[config.mk]
export PLATFORM = sky130hd
export DESIGN_NAME = string_to_integer_parser_top
export DESIGN_NICKNAME = d
export VERILOG_FILES = /design/src/sv/sitp_pkg.sv /design/src/sv/string_to_integer_parser_top.sv /design/src/sv/sitp_in_stage.sv /design/src/sv/sitp_core.sv /design/src/sv/sitp_out_stage.sv
export SDC_FILE = /design/constraint.sdc
export NUM_CORES = 1
export LEC_CHECK = 0
export ABC_AREA = 1
export ABC_CLOCK_PERIOD_IN_PS = 11600
export BUFFER_PORTS_ARGS = -buffer_cell sky130_fd_sc_hd__buf_2
export CAP_MARGIN = 40
export CORE_AREA = 2 2 190 146
export DETAILED_ROUTE_END_ITERATION = 8
export DIE_AREA = 0 0 192 148
export PLACE_DENSITY = 0.84
export SYNTH_ARGS = -nofsm -noshare
export SYNTH_HDL_FRONTEND = slang
export SYNTH_SLANG_ARGS = --single-unit
[constraint.sdc]
create_clock -name clk -period 11.6 [get_ports clk]
set_input_delay 1.74 -clock clk [delete_from_list [all_inputs] [get_ports clk]]
set_output_delay 1.74 -clock clk [all_outputs]
set_load 0.005 [all_outputs]
[src/sv/sitp_pkg.sv]
`timescale 1ns / 1ps
// ----------------------------------------------------------------------------
// sitp_pkg: shared types and constants of the string to integer parser
// Item and result records, parser phase codes, register indexes and the
// character classification helpers used by the parser datapath.
// ----------------------------------------------------------------------------
package sitp_pkg;

	localparam int CHAR_W     = 8;
	localparam int RADIX_W    = 6;
	localparam int VALUE_W    = 32;
	localparam int CONSUMED_W = 16;
	localparam int CFG_IDX_W  = 1;

	localparam int WORD_BITS_DEF = 32;
	localparam int MAX_CHARS_DEF = 65535;

	// Configuration register indexes.
	localparam logic [CFG_IDX_W-1:0] REG_RADIX       = 1'd0;
	localparam logic [CFG_IDX_W-1:0] REG_SIGNED_MODE = 1'd1;

	localparam logic [RADIX_W-1:0] RADIX_RESET = 6'd0;
	localparam logic               SIGNED_RESET = 1'b1;

	// Bases that the prefix logic cares about.
	localparam logic [RADIX_W-1:0] BASE_AUTO = 6'd0;
	localparam logic [RADIX_W-1:0] BASE_2    = 6'd2;
	localparam logic [RADIX_W-1:0] BASE_8    = 6'd8;
	localparam logic [RADIX_W-1:0] BASE_10   = 6'd10;
	localparam logic [RADIX_W-1:0] BASE_16   = 6'd16;

	// ASCII codes.
	localparam logic [CHAR_W-1:0] CH_NUL   = 8'h00;
	localparam logic [CHAR_W-1:0] CH_TAB   = 8'h09;
	localparam logic [CHAR_W-1:0] CH_CR    = 8'h0D;
	localparam logic [CHAR_W-1:0] CH_SPACE = 8'h20;
	localparam logic [CHAR_W-1:0] CH_PLUS  = 8'h2B;
	localparam logic [CHAR_W-1:0] CH_MINUS = 8'h2D;
	localparam logic [CHAR_W-1:0] CH_ZERO  = 8'h30;
	localparam logic [CHAR_W-1:0] CH_NINE  = 8'h39;
	localparam logic [CHAR_W-1:0] CH_UA    = 8'h41;
	localparam logic [CHAR_W-1:0] CH_UB    = 8'h42;
	localparam logic [CHAR_W-1:0] CH_UX    = 8'h58;
	localparam logic [CHAR_W-1:0] CH_UZ    = 8'h5A;
	localparam logic [CHAR_W-1:0] CH_LA    = 8'h61;
	localparam logic [CHAR_W-1:0] CH_LB    = 8'h62;
	localparam logic [CHAR_W-1:0] CH_LX    = 8'h78;
	localparam logic [CHAR_W-1:0] CH_LZ    = 8'h7A;

	localparam logic [CHAR_W-1:0] NO_DIGIT = 8'hFF;

	typedef enum logic [5:0] {
		PH_SPACE  = 6'b000001,
		PH_START  = 6'b000010,
		PH_ZERO   = 6'b000100,
		PH_PREFIX = 6'b001000,
		PH_DIGITS = 6'b010000,
		PH_DONE   = 6'b100000
	} phase_t;

	typedef struct packed {
		logic [CHAR_W-1:0] character;
		logic              last;
	} item_t;

	typedef struct packed {
		logic [VALUE_W-1:0]    value;
		logic [CONSUMED_W-1:0] consumed;
		logic                  overflow;
		logic                  found_digits;
	} result_t;

	// Digit weight of a character, NO_DIGIT for anything that is not 0-9 or a letter.
	function automatic logic [CHAR_W-1:0] digit_value(input logic [CHAR_W-1:0] c);
		logic [CHAR_W-1:0] d;
		d = NO_DIGIT;
		if (c >= CH_ZERO && c <= CH_NINE) begin
			d = c - CH_ZERO;
		end else if (c >= CH_UA && c <= CH_UZ) begin
			d = c - CH_UA + 8'd10;
		end else if (c >= CH_LA && c <= CH_LZ) begin
			d = c - CH_LA + 8'd10;
		end
		return d;
	endfunction

	function automatic logic is_space(input logic [CHAR_W-1:0] c);
		return (c == CH_SPACE) || (c >= CH_TAB && c <= CH_CR);
	endfunction

endpackage

[src/sv/string_to_integer_parser_top.sv]
`timescale 1ns / 1ps
// ----------------------------------------------------------------------------
// string_to_integer_parser_top: streaming string to integer parser
// Accepts one character per cycle unless a final one waits, skips leading
// whitespace, takes a sign and an optional 0x or 0b prefix, accumulates
// digits with saturation and emits value and byte count after the last byte.
// ----------------------------------------------------------------------------
//
//  Channel    Handshake                    Payload
//  ---------  ---------------------------  --------------------------------------
//  character  char_valid / char_ready      character[7:0], last
//  result     result_valid / result_ready  value[31:0], consumed[15:0],
//                                          overflow, found_digits
//  config     cfg_we (write only)          cfg_index[0], cfg_data[5:0]
//
//  Throughput is one character per cycle while no final character waits. A
//  character in the input register has its state update (one multiply-add
//  and range compare) computed there; the result register loads as the
//  final character leaves the input register, and result_valid then rises.
//  Reset clears the parse state and sets radix 0 and signed mode on.
//  A final character waits in the input register only while the result
//  register still holds an untaken result, and char_ready stays low while it
//  waits; a character that is not final never waits.
//
// Register 0 is the radix (0 selects the base from the prefix), register 1
// the signed mode flag. Writes take effect in the next cycle and should only
// be issued while no string is in flight.
// ----------------------------------------------------------------------------
module string_to_integer_parser_top #(
	parameter int WORD_BITS = sitp_pkg::WORD_BITS_DEF,
	parameter int MAX_CHARS = sitp_pkg::MAX_CHARS_DEF
) (
	input  logic                            clk,
	input  logic                            arst_n,
	input  logic                            char_valid,
	output logic                            char_ready,
	input  logic [sitp_pkg::CHAR_W-1:0]     character,
	input  logic                            last,
	output logic                            result_valid,
	input  logic                            result_ready,
	output logic [sitp_pkg::VALUE_W-1:0]    value,
	output logic [sitp_pkg::CONSUMED_W-1:0] consumed,
	output logic                            overflow,
	output logic                            found_digits,
	input  logic                            cfg_we,
	input  logic [sitp_pkg::CFG_IDX_W-1:0]  cfg_index,
	input  logic [sitp_pkg::RADIX_W-1:0]    cfg_data
);

	// Configuration registers.
	logic [sitp_pkg::RADIX_W-1:0] radix_q;
	logic                         signed_mode_q;

	sitp_pkg::item_t   item_in;
	sitp_pkg::item_t   item_s1;
	logic              valid_s1;
	logic              advance;
	logic              res_load;
	logic              out_free;
	sitp_pkg::result_t res_d;
	sitp_pkg::result_t res_q;

	always_ff @(posedge clk or negedge arst_n) begin
		if (!arst_n) begin
			radix_q       <= sitp_pkg::RADIX_RESET;
			signed_mode_q <= sitp_pkg::SIGNED_RESET;
		end else if (cfg_we) begin
			case (cfg_index)
				sitp_pkg::REG_RADIX:       radix_q       <= cfg_data;
				sitp_pkg::REG_SIGNED_MODE: signed_mode_q <= cfg_data[0];
				default: begin
				end
			endcase
		end
	end

	assign item_in.character = character;
	assign item_in.last      = last;

	// Input register: decouples the source from the state update.
	sitp_in_stage u_in (
		.clk        (clk),
		.arst_n     (arst_n),
		.char_valid (char_valid),
		.char_ready (char_ready),
		.item_in    (item_in),
		.valid_s1   (valid_s1),
		.item_s1    (item_s1),
		.advance    (advance)
	);

	// Parse state and per-character step.
	sitp_core #(
		.WORD_BITS (WORD_BITS),
		.MAX_CHARS (MAX_CHARS)
	) u_core (
		.clk         (clk),
		.arst_n      (arst_n),
		.valid_s1    (valid_s1),
		.item_s1     (item_s1),
		.radix       (radix_q),
		.signed_mode (signed_mode_q),
		.out_free    (out_free),
		.advance     (advance),
		.res_load    (res_load),
		.res         (res_d)
	);

	// Result register: keeps a finished result while the next string streams in.
	sitp_out_stage u_out (
		.clk          (clk),
		.arst_n       (arst_n),
		.load         (res_load),
		.res_in       (res_d),
		.out_free     (out_free),
		.result_valid (result_valid),
		.result_ready (result_ready),
		.res_q        (res_q)
	);

	assign value        = res_q.value;
	assign consumed     = res_q.consumed;
	assign overflow     = res_q.overflow;
	assign found_digits = res_q.found_digits;

endmodule

[src/sv/sitp_in_stage.sv]
`timescale 1ns / 1ps
// ----------------------------------------------------------------------------
// sitp_in_stage: input register of the parser
// Captures one character transaction and holds it until the core consumes
// it; refills in the same cycle, so one can arrive each cycle it advances.
// ----------------------------------------------------------------------------
module sitp_in_stage (
	input  logic           clk,
	input  logic           arst_n,
	input  logic           char_valid,
	output logic           char_ready,
	input  sitp_pkg::item_t item_in,
	output logic           valid_s1,
	output sitp_pkg::item_t item_s1,
	input  logic           advance
);

	logic valid_q;

	assign char_ready = !valid_q || advance;
	assign valid_s1   = valid_q;

	always_ff @(posedge clk or negedge arst_n) begin
		if (!arst_n) begin
			valid_q <= 1'b0;
		end else if (char_ready) begin
			valid_q <= char_valid;
		end
	end

	always_ff @(posedge clk) begin
		if (char_ready && char_valid) begin
			item_s1 <= item_in;
		end
	end

endmodule

[src/sv/sitp_core.sv]
`timescale 1ns / 1ps
// ----------------------------------------------------------------------------
// sitp_core: parser state and combinational character step
// Holds the parse state, advances it by one character per cycle (a final
// one waits for a free result register) and forms the result record from it.
// ----------------------------------------------------------------------------
module sitp_core #(
	parameter int WORD_BITS = sitp_pkg::WORD_BITS_DEF,
	parameter int MAX_CHARS = sitp_pkg::MAX_CHARS_DEF
) (
	input  logic                          clk,
	input  logic                          arst_n,
	input  logic                          valid_s1,
	input  sitp_pkg::item_t               item_s1,
	input  logic [sitp_pkg::RADIX_W-1:0]  radix,
	input  logic                          signed_mode,
	input  logic                          out_free,
	output logic                          advance,
	output logic                          res_load,
	output sitp_pkg::result_t             res
);

	localparam int CNT_W  = $clog2(MAX_CHARS + 1);
	localparam int PROD_W = WORD_BITS + sitp_pkg::RADIX_W;
	localparam logic [PROD_W-1:0] HALF  = PROD_W'(1) << (WORD_BITS - 1);
	localparam logic [PROD_W-1:0] UMASK = (PROD_W'(1) << WORD_BITS) - PROD_W'(1);

	sitp_pkg::phase_t        phase_q, phase_n;
	logic [WORD_BITS-1:0]    acc_q, acc_n;
	logic                    neg_q, neg_n;
	logic [sitp_pkg::RADIX_W-1:0] base_q, base_n;
	logic                    ovf_q, ovf_n;
	logic [CNT_W-1:0]        cnt_q, cnt_n;
	logic [CNT_W-1:0]        endp_q, endp_n;
	logic                    any_q, any_n;

	logic [sitp_pkg::CHAR_W-1:0]  ch;
	logic [sitp_pkg::CHAR_W-1:0]  dval;
	logic [sitp_pkg::RADIX_W-1:0] auto_base;
	logic [sitp_pkg::RADIX_W-1:0] tb_raw;
	logic [sitp_pkg::RADIX_W-1:0] tb;
	logic                    take;
	logic                    dig_ok;
	logic                    r_auto, r_two, r_hex;
	logic                    start_case;
	logic [PROD_W-1:0]       prod;
	logic [PROD_W-1:0]       sum;
	logic [PROD_W-1:0]       limit;
	logic [WORD_BITS-1:0]    word;
	logic                    any_fin;

	assign advance  = valid_s1 && (!item_s1.last || out_free);
	assign res_load = advance && item_s1.last;

	assign r_auto = (radix == sitp_pkg::BASE_AUTO);
	assign r_two  = (radix == sitp_pkg::BASE_2);
	assign r_hex  = (radix == sitp_pkg::BASE_16);

	// Once the byte budget is used up, every byte reads as NUL and is not counted.
	assign ch    = (cnt_q >= CNT_W'(MAX_CHARS)) ? sitp_pkg::CH_NUL : item_s1.character;
	assign cnt_n = (cnt_q >= CNT_W'(MAX_CHARS)) ? cnt_q : cnt_q + CNT_W'(1);
	assign dval  = sitp_pkg::digit_value(ch);

	assign start_case = (phase_q == sitp_pkg::PH_START) ||
		((phase_q == sitp_pkg::PH_SPACE) && !sitp_pkg::is_space(ch) &&
		 ch != sitp_pkg::CH_MINUS && ch != sitp_pkg::CH_PLUS);

	// Shared digit unit: base choice, digit check, multiply-add and range check.
	assign tb     = (tb_raw == sitp_pkg::BASE_AUTO) ? sitp_pkg::BASE_10 : tb_raw;
	assign dig_ok = dval < {2'b00, tb};
	assign prod   = {{sitp_pkg::RADIX_W{1'b0}}, acc_q} * {{WORD_BITS{1'b0}}, tb};
	assign sum    = prod + PROD_W'(dval[sitp_pkg::RADIX_W-1:0]);
	assign limit  = signed_mode ? (neg_q ? HALF : HALF - PROD_W'(1)) : UMASK;

	always_comb begin
		phase_n   = phase_q;
		acc_n     = acc_q;
		neg_n     = neg_q;
		base_n    = base_q;
		ovf_n     = ovf_q;
		endp_n    = endp_q;
		any_n     = any_q;
		take      = 1'b0;
		tb_raw    = base_q;
		auto_base = r_auto ? sitp_pkg::BASE_10 : radix;

		case (phase_q)
			sitp_pkg::PH_SPACE, sitp_pkg::PH_START: begin
				if (phase_q == sitp_pkg::PH_SPACE && ch == sitp_pkg::CH_MINUS) begin
					neg_n   = 1'b1;
					phase_n = sitp_pkg::PH_START;
				end else if (phase_q == sitp_pkg::PH_SPACE && ch == sitp_pkg::CH_PLUS) begin
					phase_n = sitp_pkg::PH_START;
				end else if (start_case) begin
					if (ch == sitp_pkg::CH_ZERO && (r_auto || r_two || r_hex)) begin
						phase_n = sitp_pkg::PH_ZERO;
						endp_n  = cnt_n;
					end else begin
						base_n = auto_base;
						tb_raw = auto_base;
						take   = 1'b1;
					end
				end
			end
			sitp_pkg::PH_ZERO: begin
				if ((ch == sitp_pkg::CH_LX || ch == sitp_pkg::CH_UX) && (r_auto || r_hex)) begin
					base_n  = sitp_pkg::BASE_16;
					phase_n = sitp_pkg::PH_PREFIX;
				end else if ((ch == sitp_pkg::CH_LB || ch == sitp_pkg::CH_UB) &&
				             (r_auto || r_two)) begin
					base_n  = sitp_pkg::BASE_2;
					phase_n = sitp_pkg::PH_PREFIX;
				end else begin
					base_n = r_auto ? sitp_pkg::BASE_8 : radix;
					tb_raw = r_auto ? sitp_pkg::BASE_8 : radix;
					any_n  = 1'b1;
					take   = 1'b1;
				end
			end
			sitp_pkg::PH_PREFIX, sitp_pkg::PH_DIGITS: begin
				take = 1'b1;
			end
			default: begin
			end
		endcase

		if (take) begin
			if (!dig_ok) begin
				phase_n = sitp_pkg::PH_DONE;
			end else begin
				phase_n = sitp_pkg::PH_DIGITS;
				if (ovf_q || sum > limit) begin
					ovf_n = 1'b1;
				end else begin
					acc_n = sum[WORD_BITS-1:0];
				end
				any_n  = 1'b1;
				endp_n = cnt_n;
			end
		end
	end

	// Result formation for the final character.
	assign any_fin = any_n || (phase_n == sitp_pkg::PH_ZERO);

	always_comb begin
		if (ovf_n) begin
			if (signed_mode) begin
				word = neg_n ? HALF[WORD_BITS-1:0] : HALF[WORD_BITS-1:0] - WORD_BITS'(1);
			end else begin
				word = UMASK[WORD_BITS-1:0];
			end
		end else begin
			word = neg_n ? (~acc_n) + WORD_BITS'(1) : acc_n;
		end
		res.value        = sitp_pkg::VALUE_W'(word);
		res.consumed     = any_fin ? sitp_pkg::CONSUMED_W'(endp_n) : '0;
		res.overflow     = ovf_n;
		res.found_digits = any_fin;
	end

	always_ff @(posedge clk or negedge arst_n) begin
		if (!arst_n) begin
			phase_q <= sitp_pkg::PH_SPACE;
			acc_q   <= '0;
			neg_q   <= 1'b0;
			base_q  <= '0;
			ovf_q   <= 1'b0;
			cnt_q   <= '0;
			endp_q  <= '0;
			any_q   <= 1'b0;
		end else if (advance) begin
			if (item_s1.last) begin
				phase_q <= sitp_pkg::PH_SPACE;
				acc_q   <= '0;
				neg_q   <= 1'b0;
				base_q  <= '0;
				ovf_q   <= 1'b0;
				cnt_q   <= '0;
				endp_q  <= '0;
				any_q   <= 1'b0;
			end else begin
				phase_q <= phase_n;
				acc_q   <= acc_n;
				neg_q   <= neg_n;
				base_q  <= base_n;
				ovf_q   <= ovf_n;
				cnt_q   <= cnt_n;
				endp_q  <= endp_n;
				any_q   <= any_n;
			end
		end
	end

	// A finished string always leaves the parser back in its whitespace phase.
	a_clear_after_last: assert property (@(posedge clk) disable iff (!arst_n)
		advance && item_s1.last |=> phase_q == sitp_pkg::PH_SPACE && acc_q == '0 && !any_q)
		else $error("parser state not cleared after final character");

	// Overflow is sticky within a string.
	a_ovf_sticky: assert property (@(posedge clk) disable iff (!arst_n)
		ovf_q && !(advance && item_s1.last) |=> ovf_q)
		else $error("overflow flag dropped in the middle of a string");

	// A digit has been taken only once the parser reached the digit or done phase.
	a_digit_phase: assert property (@(posedge clk) disable iff (!arst_n)
		any_q |-> phase_q == sitp_pkg::PH_DIGITS || phase_q == sitp_pkg::PH_DONE)
		else $error("digit flag set outside digit phases");

	// The byte count never passes its budget, and the end position never passes the count.
	a_cnt_range: assert property (@(posedge clk) disable iff (!arst_n)
		cnt_q <= CNT_W'(MAX_CHARS) && endp_q <= cnt_q)
		else $error("character count out of range");

endmodule

[src/sv/sitp_out_stage.sv]
`timescale 1ns / 1ps
// ----------------------------------------------------------------------------
// sitp_out_stage: result register of the parser
// Holds one result transaction until the consumer takes it.
// ----------------------------------------------------------------------------
module sitp_out_stage (
	input  logic              clk,
	input  logic              arst_n,
	input  logic              load,
	input  sitp_pkg::result_t res_in,
	output logic              out_free,
	output logic              result_valid,
	input  logic              result_ready,
	output sitp_pkg::result_t res_q
);

	logic valid_q;

	assign out_free     = !valid_q || result_ready;
	assign result_valid = valid_q;

	always_ff @(posedge clk or negedge arst_n) begin
		if (!arst_n) begin
			valid_q <= 1'b0;
		end else if (load) begin
			valid_q <= 1'b1;
		end else if (result_ready) begin
			valid_q <= 1'b0;
		end
	end

	always_ff @(posedge clk) begin
		if (load) begin
			res_q <= res_in;
		end
	end

endmodule

* Word-level counts from Yosys, hierarchy flattened
Index checks and enable logic that the tools add are counted.
** Word-level totals
- Flip-flop bits (word level) :: 147
- Word-level logic and storage cells :: 168
- Input port bits :: 21
- Output and inout port bits :: 52
** Cells by class
- Equal/unequal tests :: 18
- Muxes and demuxes :: 70
- Bitwise operators :: 2
- $lt $le $gt $ge :: 11
- Reductions and logical operators :: 40
- Multiply operators :: 1
- $add $sub $neg :: 8
** Operator list (count)
- 32-bit two-way mux :: 9
- 16-bit two-way mux :: 10
- 6-bit two-way mux :: 21
- 38-bit by 6-bit adder with 38-bit output :: 1
- 38-bit greater-than comparator :: 1
- 32-bit by 6-bit multiplier with 38-bit output :: 1
- 38-bit two-way mux :: 1
- 6-bit case mux with 2 select lines :: 3
- 32-bit by 1-bit adder with 32-bit output (second input constant) :: 1
- 8-bit by 6-bit == test with 1-bit output (second input constant) :: 4
- 8-bit by 7-bit == test with 1-bit output (second input constant) :: 4
- 8-bit two-way mux :: 4
- 32-bit inverter :: 1
- 1-bit two-way mux :: 21
- 16-bit by 1-bit adder with 16-bit output (second input constant) :: 1
- 8-bit by 4-bit adder with 8-bit output (second input constant) :: 2
- 16-bit greater-or-equal comparator (second input constant) :: 1
- 8-bit by 7-bit greater-or-equal comparator with 1-bit output (second input constant) :: 2
- 8-bit by 7-bit less-or-equal comparator with 1-bit output (second input constant) :: 2
- 8-bit by 6-bit != test with 1-bit output (second input constant) :: 2
- 8-bit by 7-bit subtractor with 8-bit output (second input constant) :: 2
- 1-bit logical AND :: 15
- 6-bit by 2-bit == test with 1-bit output (second input constant) :: 2
- 6-bit by 3-bit == test with 1-bit output (second input constant) :: 2
- 18 further kinds :: 37

* Longest topological paths before layout
- Depth after elaboration :: 27
- Gate-level depth with buffers :: 78
- Mapped depth without buffers :: 74

* Hierarchy
Synthesis repeated with hierarchy kept, for this count alone.
** Second synthesis, totals
- Cell total of the unflattened synthesis :: 2091
- Area total of the unflattened synthesis :: 15957.8 um^2
** Modules (own cells, without submodules)
- sitp_core :: cells an instance 1989, instances 1, seq. area each 1978.1 um^2, area each 13805.7 um^2
- sitp_out_stage :: cells an instance 55, instances 1, seq. area each 1526.5 um^2, area each 1546.5 um^2
- sitp_in_stage :: cells an instance 15, instances 1, seq. area each 295.3 um^2, area each 315.3 um^2
- string_to_integer_parser_top :: cells an instance 32, instances 1, seq. area each 176.4 um^2, area each 290.3 um^2

* Least setup slack after synthesis
No wires, ideal clock.
- Kind :: register to register
- Start :: register u_core.cnt_q[0]
- End :: register, netlist name u_out.res_q[40]
- Clock period less this slack :: 9868 ps
- Library setup time :: 264 ps
- Cell stages (with the launch flop) :: 67
- Slack :: 1732 ps
- Arrival time :: 9604 ps
- Data required time :: 11336 ps
- Path buffers :: 1
- Path through :: dfrtp_1 ha_1 inv_2 nor2_1 nand2_2 nor2_4 nor2_1 inv_1 ha_1 inv_1 nand4_1 nand3_1 nand3_1 nand2_1 inv_1 nor2_4 inv_2 nand2_1 [... 31 more ...] nand2_1 nand4_1 nor2_2 nand3_4 buf_6 nand2_1 nand2_1 inv_2 ha_1 nand3_1 nor2_4 nand2_2 o21ai_4 nand2_1 nand2_1 nand2_1 nand2_1 nand2_1
** RTL lines
- start, declared :: line sitp_core.sv:33 : logic [CNT_W-1:0] cnt_q, cnt_n;
- start signal, assigned :: line sitp_core.sv:188 : cnt_q <= cnt_n;

==> reports/metrics.cfg <==
[clock_network]
clock_latency_ns=0.43
cts_hold_buf=0
clockBufferDepth=2
clock-root-buffer=clkbuf_16
ctsHtreeMaxLevel=4
cts_tree=done
cts.sinks=147
numCtsBuffers=17
cts.reportedPaths.clkPinSlew_ns=0.07

[synthesis]
ys_ff_latch=147
synth_edf_count=59
postSynthAreaPerCell_sq_um=7.61
ys_seq_area_share_pct=25.3
ys_top_cells_by_count=445 x nand2_1, 300 x nor2_1, 274 x inv_1, 126 x ha_1, 124 x fa_1
syn_inst=2066
ys.flop_type=dfrtp_1
postSynth.asyncResetShare_pct=59.9
synth_nets=2337
synth.area.top_cells=fa_1 16%, dfrtp_1 14%, edfxtp_1 11%
synth_cell_types=55
synth_area_leader_cell=fa_1
syn_area_sq_um=15700
synth_most_common_cell=nand2_1
yosysWarnings=0
yosys.area.top_type_share_pct=15.8

[floorplan]
rows=52
die_w_um=192
core_area_sq_um=26500
start_util_pct=59.2
dieArea_sq_um=28400
chipHeight_um=148
ioPinCount=73

[placed_design]
port_buffers=72
gp_congestion=1.01
postPlaceCellArea_sq_um=16600
dpl.hpwl_mm=37.8

[worst_setup_path]
crit_fanout=24
critical_path.most_common_cell=nand2_1
cp.arrival_ns=11.20
critPathMaxStageDelay_ns=0.52
start_kind=flop
critPathRequiredTime_ns=11.76
cpLargestDelayFamily=simple AND/OR/NAND/NOR gates
end_kind=flop
cp_num_buf_inv=10
crit_slowest_cell=fa_1
path_class=flop to flop

[status]
status=completed

[global_route]
grt_pass1_vias=14000
gr-total-overflow=0
grt_antenna_before_repair=1
grt_usage_pct=34.3
grt_pass1_wl_mm=75.1
grt_max_degree=61

[pwr]
power_frac_seq_pct=17.1
swShare_pct=55.7
power.switching_mw=2.31
p_per_area_nw_per_um2=238
clkPwrFrac_pct=13.4
internal_power_mw=1.84
p_comb_share_pct=69.5
ir_drop_uv=188
p_leak_nw=9.00

[hold_path]
min_path_type=flop to flop

[detailed_routing]
drt_iter0_markers=1850
drc=0
ant_nets=0
drt_wl_total_mm=48.6
vias_per_cell=6.03
dr.pass1.iters=6
vias=15100
wl_per_cell_um=19.4

[timing]
hold_viol=0
hold_ws_ns=0.488
fin_crit_ns=11.04
setup_viol=0
period_share_pct=95.2
worst_pin_slew_ns=0.830
relSlewSlack_pct=44.6
clock_skew_ns=0.0107
totalNegativeSetupSlack_ns=0
slew_viol_final=0
fmax_ghz=0.0906

[finish]
antenna_cells=0
area_delta_synth_final_pct=10.9
fillers=2267
nNetsFinal=2407
stdcell_area_sq_um=17400
drive_above_1_share_pct=11.5

[run]
max-cap-violations=0

==> state kept, by name (all words and copies together), names as in the netlist <==
register	cells
u_core.phase_q	6
u_core.ovf_q	1
u_in.valid_s1	1
u_in.item_s1	9
u_core.base_q	6
u_core.cnt_q	16
signed_mode_q	1
u_out.res_q	50
u_core.neg_q	1
u_out.result_valid	1
u_core.endp_q	16
radix_q	6
u_core.any_q	1
u_core.acc_q	32
==> what timing repair did <==
item,in CTS,in global routing
endpoints found under the setup margin,9,38
buffers inserted,0,8
pin swaps,0,7
cloned,0,1
resized for setup,2,59
==> placed cells by master (no fill, tap or decap), types with 3 or more instances in the layout <==
cell type,count
buf_16,4
nor2_2,18
clkinv_4,3
nor2_1,291
xnor2_1,10
buf_4,29
inv_2,15
inv_6,3
buf_2,71
nor2_4,8
clkinv_1,3
a21o_1,5
ha_1,121
edfxtp_1,59
a21oi_2,9
ha_2,4
o211ai_1,4
nand2_2,20
o22ai_1,50
buf_8,3
fa_1,124
nand4_1,66
dfrtp_1,86
xor2_1,38
o31ai_1,3
inv_8,3
o32ai_1,5
nand2_4,3
o21ai_2,7
nand3_1,75
a31oi_1,14
inv_1,271
nor4_1,3
o21ai_1,21
clkbuf_16,17
o21ai_0,106
a21oi_1,68
nor3_1,18
nand2_1,439
o221ai_1,3
==> worst paths after layout <==
kind / from / slack (ns) / cells after the start / endpoint
setup / recovery: u_core.cnt_q[0] / 0.56 / 65 / u_out.res_q[47]
hold / removal: u_core.endp_q[1] / 0.49 / 2 / u_core.endp_q[1]
setup reg to reg: u_core.cnt_q[0] / 0.56 / 65 / u_out.res_q[47]
hold reg to reg: u_core.endp_q[1] / 0.49 / 2 / u_core.endp_q[1]
max in group asynchronous: arst_n / 9.20 / 2 / u_core.acc_q[26]
min in group asynchronous: arst_n / 1.23 / 1 / u_core.endp_q[12]
==> layout make-up <==
class | count | area [sq um] | share of cell area, %
tap | 351 | 439 | 2.52
timing repair buffer | 110 | 771 | 4.42
inverter | 289 | 1090 | 6.24
clock buffer | 18 | 429 | 2.46
multi-input combinational | 1571 | 10600 | 60.7
clock inverter | 14 | 149 | 0.854
sequential | 147 | 3980 | 22.8
==> metrics by stage <==
step / setup slack, ns / total power, mW / std cells / util, %
after floorplan: 1.73 / 2.54 / 2066 / -
after global placement: 0.0471 / 3.26 / 2452 / 61.8
after detailed placement: -0.0852 / 3.35 / 2458 / 62.4
after CTS: 0.0540 / 3.93 / 2490 / 64.6
after global routing: -0.0695 / 4.42 / 2500 / 65.7
final: 0.560 / 4.15 / 2500 / 65.7
==> kinds of logic (layout without fill, tap and decap cells) <==
family	Yosys count	count (layout)	synth area share [%]
compound gates	312	312	11.4
flops	147	147	25.3
simple gates	955	956	25.8
buf+inv	349	431	8.74
mux	2	2	0.143
xor+xnor	51	51	2.84
fa+ha+maj	250	250	25.8
==> power by group through the flow <==
stage | combinational [mW] | sequential, mW | clock (mW)
2_1_floorplan | 1.84 | 0.699 | 0
3_3_place_gp | 2.55 | 0.713 | 0
3_5_place_dp | 2.64 | 0.715 | 0
4_1_cts | 2.66 | 0.707 | 0.558
5_1_grt | 3.13 | 0.717 | 0.581
6_report | 2.88 | 0.710 | 0.556
==> routing by layer <==
layer / global-route usage (%) / vias up / share of wire [%] / wire length (um)
li1: - / 6902 / - / -
met1: 51.2 / 7141 / 43 / 20800
met2: 50.1 / 927 / 42 / 20600
met3: 8.74 / 102 / 12 / 5970
met4: 7.94 / 2 / 2.5 / 1190
met5: 0 / - / 0.027 / 13
==> worst reg2reg max path, delay by kind of cell (launching register included) <==
family          cells  cell delay (ns)
simple gates       37             4.43
flops               1             0.40
buf+inv            10             1.08
xor+xnor            1             0.16
fa+ha+maj           8             2.90
compound gates      9             1.80
Power figures use the tool's default switching activity.
